File: config.mk
export PLATFORM = sky130hd
export DESIGN_NAME = rgb_to_hsv_converter
export DESIGN_NICKNAME = d
export VERILOG_FILES = /design/src/hw/rtl/rhsv_pkg.sv /design/src/hw/rtl/rhsv_front.sv /design/src/hw/rtl/rhsv_div_stage.sv /design/src/hw/rtl/rgb_to_hsv_converter.sv
export SDC_FILE = /design/constraint.sdc
export NUM_CORES = 1
export LEC_CHECK = 0
export ABC_AREA = 1
export BUFFER_PORTS_ARGS = -buffer_cell sky130_fd_sc_hd__buf_2
export CAP_MARGIN = 20
export CORE_MARGIN = 3
export CORE_UTILIZATION = 30
export DETAILED_ROUTE_END_ITERATION = 10
export GPL_ROUTABILITY_DRIVEN = 0
export SLEW_MARGIN = 20
export SYNTH_ARGS = -nofsm -noshare
export SYNTH_HDL_FRONTEND = slang
export SYNTH_SLANG_ARGS = --single-unit
File: constraint.sdc
create_clock -name clock -period 8.3 [get_ports clock]
set_input_delay 0.83 -clock clock [delete_from_list [all_inputs] [get_ports clock]]
set_output_delay 0.83 -clock clock [all_outputs]
set_load 0.02 [all_outputs]
File: src/hw/rtl/rhsv_pkg.sv
// rhsv_pkg: shared types and constants for the rgb to hsv pipeline
// used by rhsv_front, rhsv_div_stage and rgb_to_hsv_converter
package rhsv_pkg;

   localparam int unsigned CHAN_W   = 8;
   localparam int unsigned HUE_W    = 15;
   localparam int unsigned SAT_W    = 13;
   // quotient bits produced by the divider stages, and bits per stage
   localparam int unsigned DIV_BITS = 12;
   localparam int unsigned DIV_STEP = 4;
   localparam int unsigned DIV_STAGES = DIV_BITS / DIV_STEP;

   localparam logic [HUE_W-1:0] HUE_BASE_RED   = 15'd0;
   localparam logic [HUE_W-1:0] HUE_BASE_GREEN = 15'd7680;
   localparam logic [HUE_W-1:0] HUE_BASE_BLUE  = 15'd15360;
   localparam logic [HUE_W:0]   HUE_TURN       = 16'd23040;
   localparam logic [3:0]       HUE_SECTOR_DIV256 = 4'd15;  // 3840 = 15 * 256

   typedef enum logic [1:0] {
      SECTOR_RED,
      SECTOR_GREEN,
      SECTOR_BLUE
   } sector_type;

   // side information that travels along the divider stages
   typedef struct packed {
      logic [CHAN_W-1:0] value;
      logic              grey;
      sector_type        sector;
      logic              neg;
      logic              sat_msb;
   } side_type;

   // partial state of one restoring divider
   typedef struct packed {
      logic [CHAN_W-1:0]   rem;
      logic [CHAN_W-1:0]   den;
      logic [DIV_BITS-1:0] num;
      logic [DIV_BITS-1:0] quot;
   } div_type;

endpackage

File: src/hw/rtl/rhsv_front.sv
// rhsv_front: first two pipeline stages, channel sort and divider setup
// depends on rhsv_pkg
module rhsv_front (
   input  logic                        clock,
   input  logic                        en,
   input  logic [rhsv_pkg::CHAN_W-1:0] red,
   input  logic [rhsv_pkg::CHAN_W-1:0] green,
   input  logic [rhsv_pkg::CHAN_W-1:0] blue,
   output rhsv_pkg::side_type          side_o,
   output rhsv_pkg::div_type           sat_o,
   output rhsv_pkg::div_type           hue_o
);
   import rhsv_pkg::*;

   logic [CHAN_W-1:0] mx, mn, p, q;
   sector_type        sector;

   logic [CHAN_W-1:0] value_ff, value_in;
   logic [CHAN_W-1:0] delta_ff, delta_in;
   logic [CHAN_W-1:0] mag_ff, mag_in;
   logic              neg_ff, neg_in;
   logic              grey_ff, grey_in;
   sector_type        sector_ff, sector_in;

   side_type          side_ff, side_in;
   div_type           sat_ff, sat_in;
   div_type           hue_ff, hue_in;

   logic [11:0]       prod;
   logic              sat_ge;

   // stage one: largest, smallest, sector and signed difference
   always_comb begin
      mx = (red > green) ? red : green;
      if (blue > mx) mx = blue;
      mn = (red < green) ? red : green;
      if (blue < mn) mn = blue;
      priority if (red >= mx) begin
         sector = SECTOR_RED;
         p = green;
         q = blue;
      end else if (green >= mx) begin
         sector = SECTOR_GREEN;
         p = blue;
         q = red;
      end else begin
         sector = SECTOR_BLUE;
         p = red;
         q = green;
      end
      value_in  = mx;
      delta_in  = mx - mn;
      neg_in    = (p < q);
      mag_in    = (p < q) ? (q - p) : (p - q);
      grey_in   = (mx == mn);
      sector_in = sector;
   end

   // stage two: seed both dividers
   always_comb begin
      prod   = {4'd0, mag_ff} * {8'd0, HUE_SECTOR_DIV256};
      sat_ge = (delta_ff >= value_ff);

      side_in.value   = value_ff;
      side_in.grey    = grey_ff;
      side_in.sector  = sector_ff;
      side_in.neg     = neg_ff;
      side_in.sat_msb = sat_ge;

      sat_in.rem  = sat_ge ? (delta_ff - value_ff) : delta_ff;
      sat_in.den  = value_ff;
      sat_in.num  = '0;
      sat_in.quot = '0;

      // numerator 3840*mag, top bits seed the remainder (quotient fits 12 bits)
      hue_in.rem  = prod[11:4];
      hue_in.den  = delta_ff;
      hue_in.num  = {prod[3:0], 8'd0};
      hue_in.quot = '0;
   end

   always_ff @(posedge clock) begin
      if (en) begin
         value_ff  <= value_in;
         delta_ff  <= delta_in;
         mag_ff    <= mag_in;
         neg_ff    <= neg_in;
         grey_ff   <= grey_in;
         sector_ff <= sector_in;
         side_ff   <= side_in;
         sat_ff    <= sat_in;
         hue_ff    <= hue_in;
      end
   end

   assign side_o = side_ff;
   assign sat_o  = sat_ff;
   assign hue_o  = hue_ff;

endmodule

File: src/hw/rtl/rhsv_div_stage.sv
// rhsv_div_stage: one registered stage of a restoring divider, DIV_STEP bits
// depends on rhsv_pkg
module rhsv_div_stage (
   input  logic              clock,
   input  logic              en,
   input  rhsv_pkg::div_type div_i,
   output rhsv_pkg::div_type div_o
);
   import rhsv_pkg::*;

   div_type div_ff, div_in;

   always_comb begin
      logic [CHAN_W:0] trial;
      logic            qbit;
      div_in = div_i;
      for (int k = 0; k < DIV_STEP; k++) begin
         trial = {div_in.rem, div_in.num[DIV_BITS-1]};
         qbit  = (trial >= {1'b0, div_in.den});
         div_in.rem  = qbit ? CHAN_W'(trial - {1'b0, div_in.den}) : trial[CHAN_W-1:0];
         div_in.num  = {div_in.num[DIV_BITS-2:0], 1'b0};
         div_in.quot = {div_in.quot[DIV_BITS-2:0], qbit};
      end
   end

   always_ff @(posedge clock) begin
      if (en) begin
         div_ff <= div_in;
      end
   end

   assign div_o = div_ff;

endmodule

File: src/hw/rtl/rgb_to_hsv_converter.sv
// rgb_to_hsv_converter: top level, front stages, divider chain and hue wrap
// depends on rhsv_pkg, rhsv_front, rhsv_div_stage
//
// Converts one 8-bit RGB pixel per clock into hue (1/64 degree), saturation
// (4096 = 1.0), value and a grey flag. The pipeline is six register stages
// deep; a new pixel can be taken every cycle while the output side does not
// stall. The depth is set by the two restoring dividers (saturation and hue
// offset), which retire four quotient bits per stage over three stages. A
// stall on the result side holds the whole pipeline, and req_ready is low
// only while a finished result waits to be taken.
module rgb_to_hsv_converter (
   input  logic                        clock,
   input  logic                        reset,
   input  logic                        req_valid,
   output logic                        req_ready,
   input  logic [rhsv_pkg::CHAN_W-1:0] req_red,
   input  logic [rhsv_pkg::CHAN_W-1:0] req_green,
   input  logic [rhsv_pkg::CHAN_W-1:0] req_blue,
   output logic                        rsp_valid,
   input  logic                        rsp_ready,
   output logic [rhsv_pkg::HUE_W-1:0]  rsp_hue,
   output logic [rhsv_pkg::SAT_W-1:0]  rsp_saturation,
   output logic [rhsv_pkg::CHAN_W-1:0] rsp_value,
   output logic                        rsp_grey
);
   import rhsv_pkg::*;

   localparam int unsigned STAGES = DIV_STAGES + 3;

   logic              stage_en;
   logic [STAGES-1:0] valid_ff, valid_in;

   side_type side_chain [DIV_STAGES+1];
   div_type  sat_chain  [DIV_STAGES+1];
   div_type  hue_chain  [DIV_STAGES+1];

   logic [HUE_W-1:0]  base;
   logic [HUE_W:0]    hue_sum;
   logic [HUE_W-1:0]  hue_ff, hue_in;
   logic [SAT_W-1:0]  sat_ff, sat_in;
   logic [CHAN_W-1:0] value_ff, value_in;
   logic              grey_ff, grey_in;

   // whole pipeline moves together unless a result is held
   assign stage_en  = !valid_ff[STAGES-1] || rsp_ready;
   assign req_ready = stage_en;
   assign valid_in  = {valid_ff[STAGES-2:0], req_valid};

   always_ff @(posedge clock) begin
      if (reset) begin
         valid_ff <= '0;
      end else if (stage_en) begin
         valid_ff <= valid_in;
      end
   end

   rhsv_front u_front (
      .clock  (clock),
      .en     (stage_en),
      .red    (req_red),
      .green  (req_green),
      .blue   (req_blue),
      .side_o (side_chain[0]),
      .sat_o  (sat_chain[0]),
      .hue_o  (hue_chain[0])
   );

   for (genvar s = 0; s < DIV_STAGES; s++) begin : g_div
      side_type side_ff;

      rhsv_div_stage u_sat_div (
         .clock (clock),
         .en    (stage_en),
         .div_i (sat_chain[s]),
         .div_o (sat_chain[s+1])
      );

      rhsv_div_stage u_hue_div (
         .clock (clock),
         .en    (stage_en),
         .div_i (hue_chain[s]),
         .div_o (hue_chain[s+1])
      );

      always_ff @(posedge clock) begin
         if (stage_en) begin
            side_ff <= side_chain[s];
         end
      end

      assign side_chain[s+1] = side_ff;
   end

   // output stage: sector base, signed offset and wrap into one turn
   always_comb begin
      unique case (side_chain[DIV_STAGES].sector)
         SECTOR_RED:   base = HUE_BASE_RED;
         SECTOR_GREEN: base = HUE_BASE_GREEN;
         SECTOR_BLUE:  base = HUE_BASE_BLUE;
         default:      base = HUE_BASE_RED;
      endcase
      if (side_chain[DIV_STAGES].neg) begin
         hue_sum = {1'b0, base} - {4'd0, hue_chain[DIV_STAGES].quot};
      end else begin
         hue_sum = {1'b0, base} + {4'd0, hue_chain[DIV_STAGES].quot};
      end
      // top bit set means the sum went below zero
      if (hue_sum[HUE_W]) begin
         hue_sum = hue_sum + HUE_TURN;
      end
      grey_in  = side_chain[DIV_STAGES].grey;
      value_in = side_chain[DIV_STAGES].value;
      hue_in   = grey_in ? '0 : hue_sum[HUE_W-1:0];
      sat_in   = grey_in ? '0 : {side_chain[DIV_STAGES].sat_msb, sat_chain[DIV_STAGES].quot};
   end

   always_ff @(posedge clock) begin
      if (stage_en) begin
         hue_ff   <= hue_in;
         sat_ff   <= sat_in;
         value_ff <= value_in;
         grey_ff  <= grey_in;
      end
   end

   assign rsp_valid      = valid_ff[STAGES-1];
   assign rsp_hue        = hue_ff;
   assign rsp_saturation = sat_ff;
   assign rsp_value      = value_ff;
   assign rsp_grey       = grey_ff;

   // a held pipeline keeps every valid bit in place
   a_hold_valid: assert property (@(posedge clock) disable iff (reset)
      !stage_en |=> valid_ff == $past(valid_ff))
      else $error("valid bits moved during a stall");

   a_hue_range: assert property (@(posedge clock) disable iff (reset)
      rsp_valid |-> {1'b0, rsp_hue} < HUE_TURN)
      else $error("hue outside one turn");

   a_grey_zero: assert property (@(posedge clock) disable iff (reset)
      rsp_valid && rsp_grey |-> rsp_hue == '0 && rsp_saturation == '0)
      else $error("grey transaction with nonzero hue or saturation");

   a_sat_range: assert property (@(posedge clock) disable iff (reset)
      rsp_valid && !rsp_grey |-> rsp_saturation != '0 && rsp_saturation <= 13'd4096)
      else $error("saturation out of range");

endmodule

# Word level (Yosys, flattened, before mapping)
# Index checks and enable logic that the tools add are counted.
# word_totals
regBits	247
elab_cells	153
output_inout_bits	39
in_bits	28
# op_classes
mul	1
n_lt_le_gt_ge	32
muxes	36
eq_ne	3
addsub	29
reduce_logical	2
# op_table
operator	count
two-way mux 8 bit	32
>= comparator 9 x 8 -> 1 bit	24
subtractor 8 bit	26
case mux 14 bit (2 select lines)	1
>= comparator 8 bit	3
< comparator 8 bit	3
adder 15 x 12 -> 16 bit	1
> comparator 8 bit	2
two-way mux 16 bit	1
subtractor 15 x 12 -> 16 bit	1
adder 15 bit (second input constant)	1
two-way mux 15 bit	1
multiplier 8 x 4 -> 12 bit (second input constant)	1
== test 8 bit	1
== test 2 x 1 -> 1 bit (second input constant)	1
== test 2 bit (second input constant)	1
two-way mux 2 bit	1
logical NOT 1 bit	1
logical OR 1 bit	1

# Logic depth before layout (Yosys ltp)
# logic_depth
word_depth	9
ltp_mapped	48
ltp_nobuf	46

# Hierarchy
# From an unflattened synthesis, not the netlist that was laid out.
# hier_totals
hier_cells	3264
hier_area_um2	28568.6
# modules_own_cells
module	n_inst	area_each_um2	cells_each
rhsv_div_stage (g_div[0].u_hue_div ...)	2	3193.1	396
rhsv_front	1	6138.4	702
rgb_to_hsv_converter	1	3485.8	280
rhsv_div_stage (g_div[1].u_hue_div)	1	3188.1	375
rhsv_div_stage (g_div[1].u_sat_div)	1	3180.6	374
rhsv_div_stage (g_div[0].u_sat_div)	1	3098.0	371
rhsv_div_stage (g_div[2].u_sat_div)	1	3091.7	370

# Worst setup path before layout
# Ideal clock, no wire load.
# synth_path
path_kind	input to register
startpoint	in req_green[7] (netlist name)
endpoint	reg u_front.mag_ff[2] (data pin)
t_required_ps	8038
path_buffers	3
stages	41
path_slack_ps	1271
arrival_time_ps	6767
cell_sequence	inv_1 -> ha_1 -> a21o_1 -> nor2_1 -> nand2_1 -> o21ai_1 -> clkbuf_1 -> o21ai_0 -> ha_1 -> a21oi_1 -> o21ai_0 -> nand2_1 -> o211ai_1 -> nand2_1 -> inv_1 -> clkbuf_1 -> nand2_1 -> o21ai_0 -> [5 not listed] -> o2111ai_2 -> a31oi_1 -> a221oi_1 -> inv_1 -> ha_1 -> inv_1 -> fa_1 -> nand2_1 -> nand2_1 -> a21oi_1 -> o21ai_1 -> a21oi_1 -> inv_1 -> a21o_1 -> clkbuf_1 -> nand2_1 -> o21ai_1 -> xor2_1
# synth_between
elab_chain_cells	9
word_cells_on_any_way	14
classes_between	add/sub (2); order compare (5); mux (7)
# synth_rtl
element	line_no	rtl
start: declaration	rgb_to_hsv_converter.sv:17	input logic [rhsv_pkg::CHAN_W-1:0] req_green,
> comparator 8 bit	rhsv_front.sv:34	mx = (red > green) ? red : green;
two-way mux 8 bit *	rhsv_front.sv:34	
> comparator 8 bit	rhsv_front.sv:35	if (blue > mx) mx = blue;
two-way mux 8 bit *	rhsv_front.sv:35	
via u_front.mx[1]	rhsv_front.sv:15	logic [CHAN_W-1:0] mx, mn, p, q;
>= comparator 8 bit	rhsv_front.sv:42	end else if (green >= mx) begin
two-way mux 8 bit	rhsv_front.sv:42	
two-way mux 8 bit	rhsv_front.sv:38	priority if (red >= mx) begin
subtractor 8 bit / < comparator 8 bit (equally long branches)	rhsv_front.sv:54	mag_in = (p < q) ? (q - p) : (p - q);
two-way mux 8 bit *	rhsv_front.sv:54	
via u_front.mag_in[2]	rhsv_front.sv:20	logic [CHAN_W-1:0] mag_ff, mag_in;
end signal: assignment	rhsv_front.sv:86	mag_ff <= mag_in;
end: declaration	rhsv_front.sv:20	
# The timed path passes the listed nets; every way through them passes the cells marked *.
# A chain may end at the register's enable or synchronous reset.

==> results.py <==
metrics = {
    "setup_path": {
        "path_class": "reg2reg",
        "max_stage_delay_ps": 630,
        "timing.critical_path.max_delay_family": "compound AO/OA/AOI/OAI gates",
        "start_kind": "flop",
        "crit_cells": 37,
        "critPathMaxFanout": 16,
        "crit_top_cell": "nand2_1",
        "reg2reg_to": "g_div[0].u_hue_div.div_o[36]",
        "arrival_ps": 7980,
        "crit_path_end_kind": "flop",
        "startpoint": "u_front.hue_o[28]",
        "critPathBufInv": 4,
        "rr_worst_depth": 37,
        "cpMaxStageDelayCell": "o311ai_0",
        "r2r-start": "u_front.hue_o[28]",
        "rrSetupSlack_ps": 770,
        "critPathCapture": "g_div[0].u_hue_div.div_o[36]",
        "cp_data_required_time_ps": 8750,
    },
    "placement": {
        "portBuffers": 66,
        "dp.cells": 3516,
        "dp_hpwl_mm": 36.6,
        "pre_cts_slack_ps": 555,
    },
    "synth": {
        "yosys_warnings": 0,
        "yosys-top-cells-area": "edfxtp_1 (34%), ha_1 (16%), nand2_1 (9.5%)",
        "synth-async-reset-ratio_pct": 0,
        "synth_simple_gate_area_share_pct": 19.0,
        "netlist_instances": 2539,
        "synth_top_family_by_area": "simple AND/OR/NAND/NOR gates",
        "synth_area_mm2": 0.0213,
        "synth-seq-area-share_pct": 34.6,
        "synth_compound_area_share_pct": 13.3,
        "synth_edf_count": 241,
        "synth_adder_area_share_pct": 18.7,
        "synth_xor_area_share_pct": 6.42,
        "syn_nets": 2868,
        "synth_area_per_cell_um2": 8.38,
        "ys_types": 62,
        "muxShareOfSynthArea_pct": 0.0471,
        "ys_seq_elements": 247,
        "yosysTopAreaCell": "edfxtp_1",
        "synthDominantCellAreaShare_pct": 34.0,
        "synthFlopType": "edfxtp_1",
    },
    "clocking": {
        "ctsResizeCount": 0,
        "cts_buffers": 31,
        "cts_sinks": 247,
        "clk_latency_ps": 590,
        "ctsHoldBuffers": 0,
        "htreeDepth": 1,
        "cts_buffer_depth": 3,
        "post_cts_buffers": 0,
        "cts-root-buf": "clkbuf_16",
        "clkTransAtPathRegs_ps": 70,
        "cts_tree": "built",
    },
    "hold_path": {
        "hp-class": "reg2reg",
        "whs_path_depth": 0,
    },
    "sta": {
        "tightest_slew_ps": 867,
        "drv_slew": 0,
        "slew_headroom_pct": 42.2,
        "fin_worst_skew_ps": 17.0,
        "period_needed_ps": 7530,
        "finalHoldViolations": 0,
        "timing.final.ws_setup_ps": 769,
        "finalCritPeriodShare_pct": 90.7,
        "timing.fmax_ghz": 0.133,
        "setup_viol": 0,
    },
    "detailed_routing": {
        "post_drt_wl_per_cell_um": 13.0,
        "wl_mm": 46.3,
        "drc": 0,
        "dr_wl_met3_mm": 2.14,
        "antenna_left": 0,
        "drt-pass1-iter-count": 5,
        "vias": 16614,
        "wl_met1_mm": 22.9,
        "vias_per_cell": 4.65,
        "highest_layer": "met4",
        "drt-initial-drc-count": 985,
        "wl_met2_mm": 20.5,
    },
    "status": {
        "run_status": "completed",
    },
    "final_layout": {
        "area_growth_pct": 11.2,
        "nets": 2947,
        "diodes": 0,
        "stdcell_count": 3573,
        "layout-drive-gt1-share_pct": 8.82,
    },
    "global_route": {
        "globalRouteOverflowTotal": 0,
        "grt_use_total_pct": 12.2,
        "grt_pass1_vias": 15460,
        "grt_pass1_wl_mm": 76.3,
        "grt_max_degree": 139,
        "antenna_found_initial": 0,
    },
    "die": {
        "dieArea_mm2": 0.0741,
        "rows": 96,
        "floorplan.initialDensity_pct": 30.6,
        "coreArea_mm2": 0.0694,
        "die_h_um": 272,
        "die_w_um": 272,
        "num_io_pins": 67,
    },
    "flow_run": {
        "cap_violations": 0,
    },
}
## routing by layer
| metal | track usage, % | vias up |
|---|---|---|
| met1 | 17.1 | 7502 |
| met2 | 20.0 | 298 |
| met3 | 1.82 | 48 |
| li1 | - | 8766 |
| met5 | 0 | - |
| met4 | 2.70 | 0 |
## stage by stage
step                      hold slack (ps)  utilization (%)  TNS [ps]  instance area, µm²
final                                 410             34.1         0               23700
after global routing                  408             34.1     -5.25               23700
after CTS                             407             34.1         0               23700
after detailed placement              405             32.6         0               22700
after global placement                401             32.6         0               22700
after floorplan                       400                -         0               21300
## state kept, by name, summed over array words and instances, names as in the netlist
signal                 cells
g_div.side_ff             14
g_div.u_hue_div.div_o     56
g_div.u_sat_div.div_o     56
grey_in                    1
rsp_grey                   1
rsp_hue                   15
rsp_saturation            13
rsp_value                  8
u_front.delta_ff           8
u_front.grey_ff            1
u_front.hue_o             20
u_front.mag_ff             8
u_front.neg_ff             1
u_front.sat_o              8
u_front.sector_ff          2
u_front.side_o            13
u_front.value_ff           8
valid_ff                   6
value_in                   8
## worst reg2reg max path: cells and delay by family (launching register included)
family                     cells  cell delay (ps)
DFF                            1              390
and+or+nand+nor               12             1720
buffers and inverters          4              440
adders and majority gates      4             1360
AOI/OAI and AO/OA             17             3490
## cell usage in the layout, fill, tap and decap left out, types with 5 or more instances in the layout
cell type and instances:
o21a_1 7, buf_4 11, o21bai_1 15, a221oi_1 18, nand2_2 14, inv_1 369, xor2_1 104, nand2_1 541
nor3_1 35, a21oi_1 210, nand4_1 32, ha_1 274, o211ai_1 9, nor2_1 153, o311ai_0 6, a21oi_2 7
o21ai_2 20, inv_2 10, clkbuf_16 31, edfxtp_1 241, o21ai_0 131, nand3b_1 5, a211oi_1 6, o31ai_1 5
a21o_1 12, dfxtp_1 6, nand3_1 99, clkinv_2 6, nand3_2 13, nand2_4 5, xnor2_1 52, fa_1 27
o21ai_1 26, or2_2 13, buf_2 66
## layout make-up
| cell class | instances | area (µm²) |
|---|---|---|
| clock buffers | 35 | 791 |
| clock inverters | 22 | 214 |
| fillers | 7250 | 45800 |
| inverters | 386 | 1480 |
| multi-input cells | 1874 | 12200 |
| flip-flops and latches | 247 | 7360 |
| well taps | 931 | 1160 |
| repair buffers | 78 | 433 |
## worst min-delay path by stage
stage                                      from  slack, ps                           to
detailed placement          g_div[1].side_ff[0]        400          g_div[2].side_ff[0]
global route        g_div[1].u_hue_div.div_o[4]        410  g_div[2].u_hue_div.div_o[8]
CTS                 g_div[1].u_hue_div.div_o[4]        410  g_div[2].u_hue_div.div_o[8]
floorplan                     u_front.side_o[0]        400          g_div[0].side_ff[0]
global placement    g_div[1].u_sat_div.div_o[3]        400  g_div[2].u_sat_div.div_o[7]
finish                              value_in[1]        410                 rsp_value[1]
## synthesized netlist by cell type, drive strengths merged (14+ instances only)
library cell    n
nand4          32
xnor2          52
fa             27
nand3         114
a221oi         18
nor2          160
xor2          104
nand2         560
ha            274
edfxtp        241
a21oi         218
inv           384
nor3           35
buf            21
or2            14
o21ai         177
o21bai         15
## cell families after synthesis
| logic type | count (synthesis) |
|---|---|
| mux | 1 |
| simple gates | 929 |
| flops | 247 |
| buf+inv | 418 |
| fa+ha+maj | 301 |
| compound gates | 487 |
| xor+xnor | 156 |
Power is left out: the tool's default activity adds up to more than one toggle a clock period on the data nets, which glitch-free logic cannot reach.
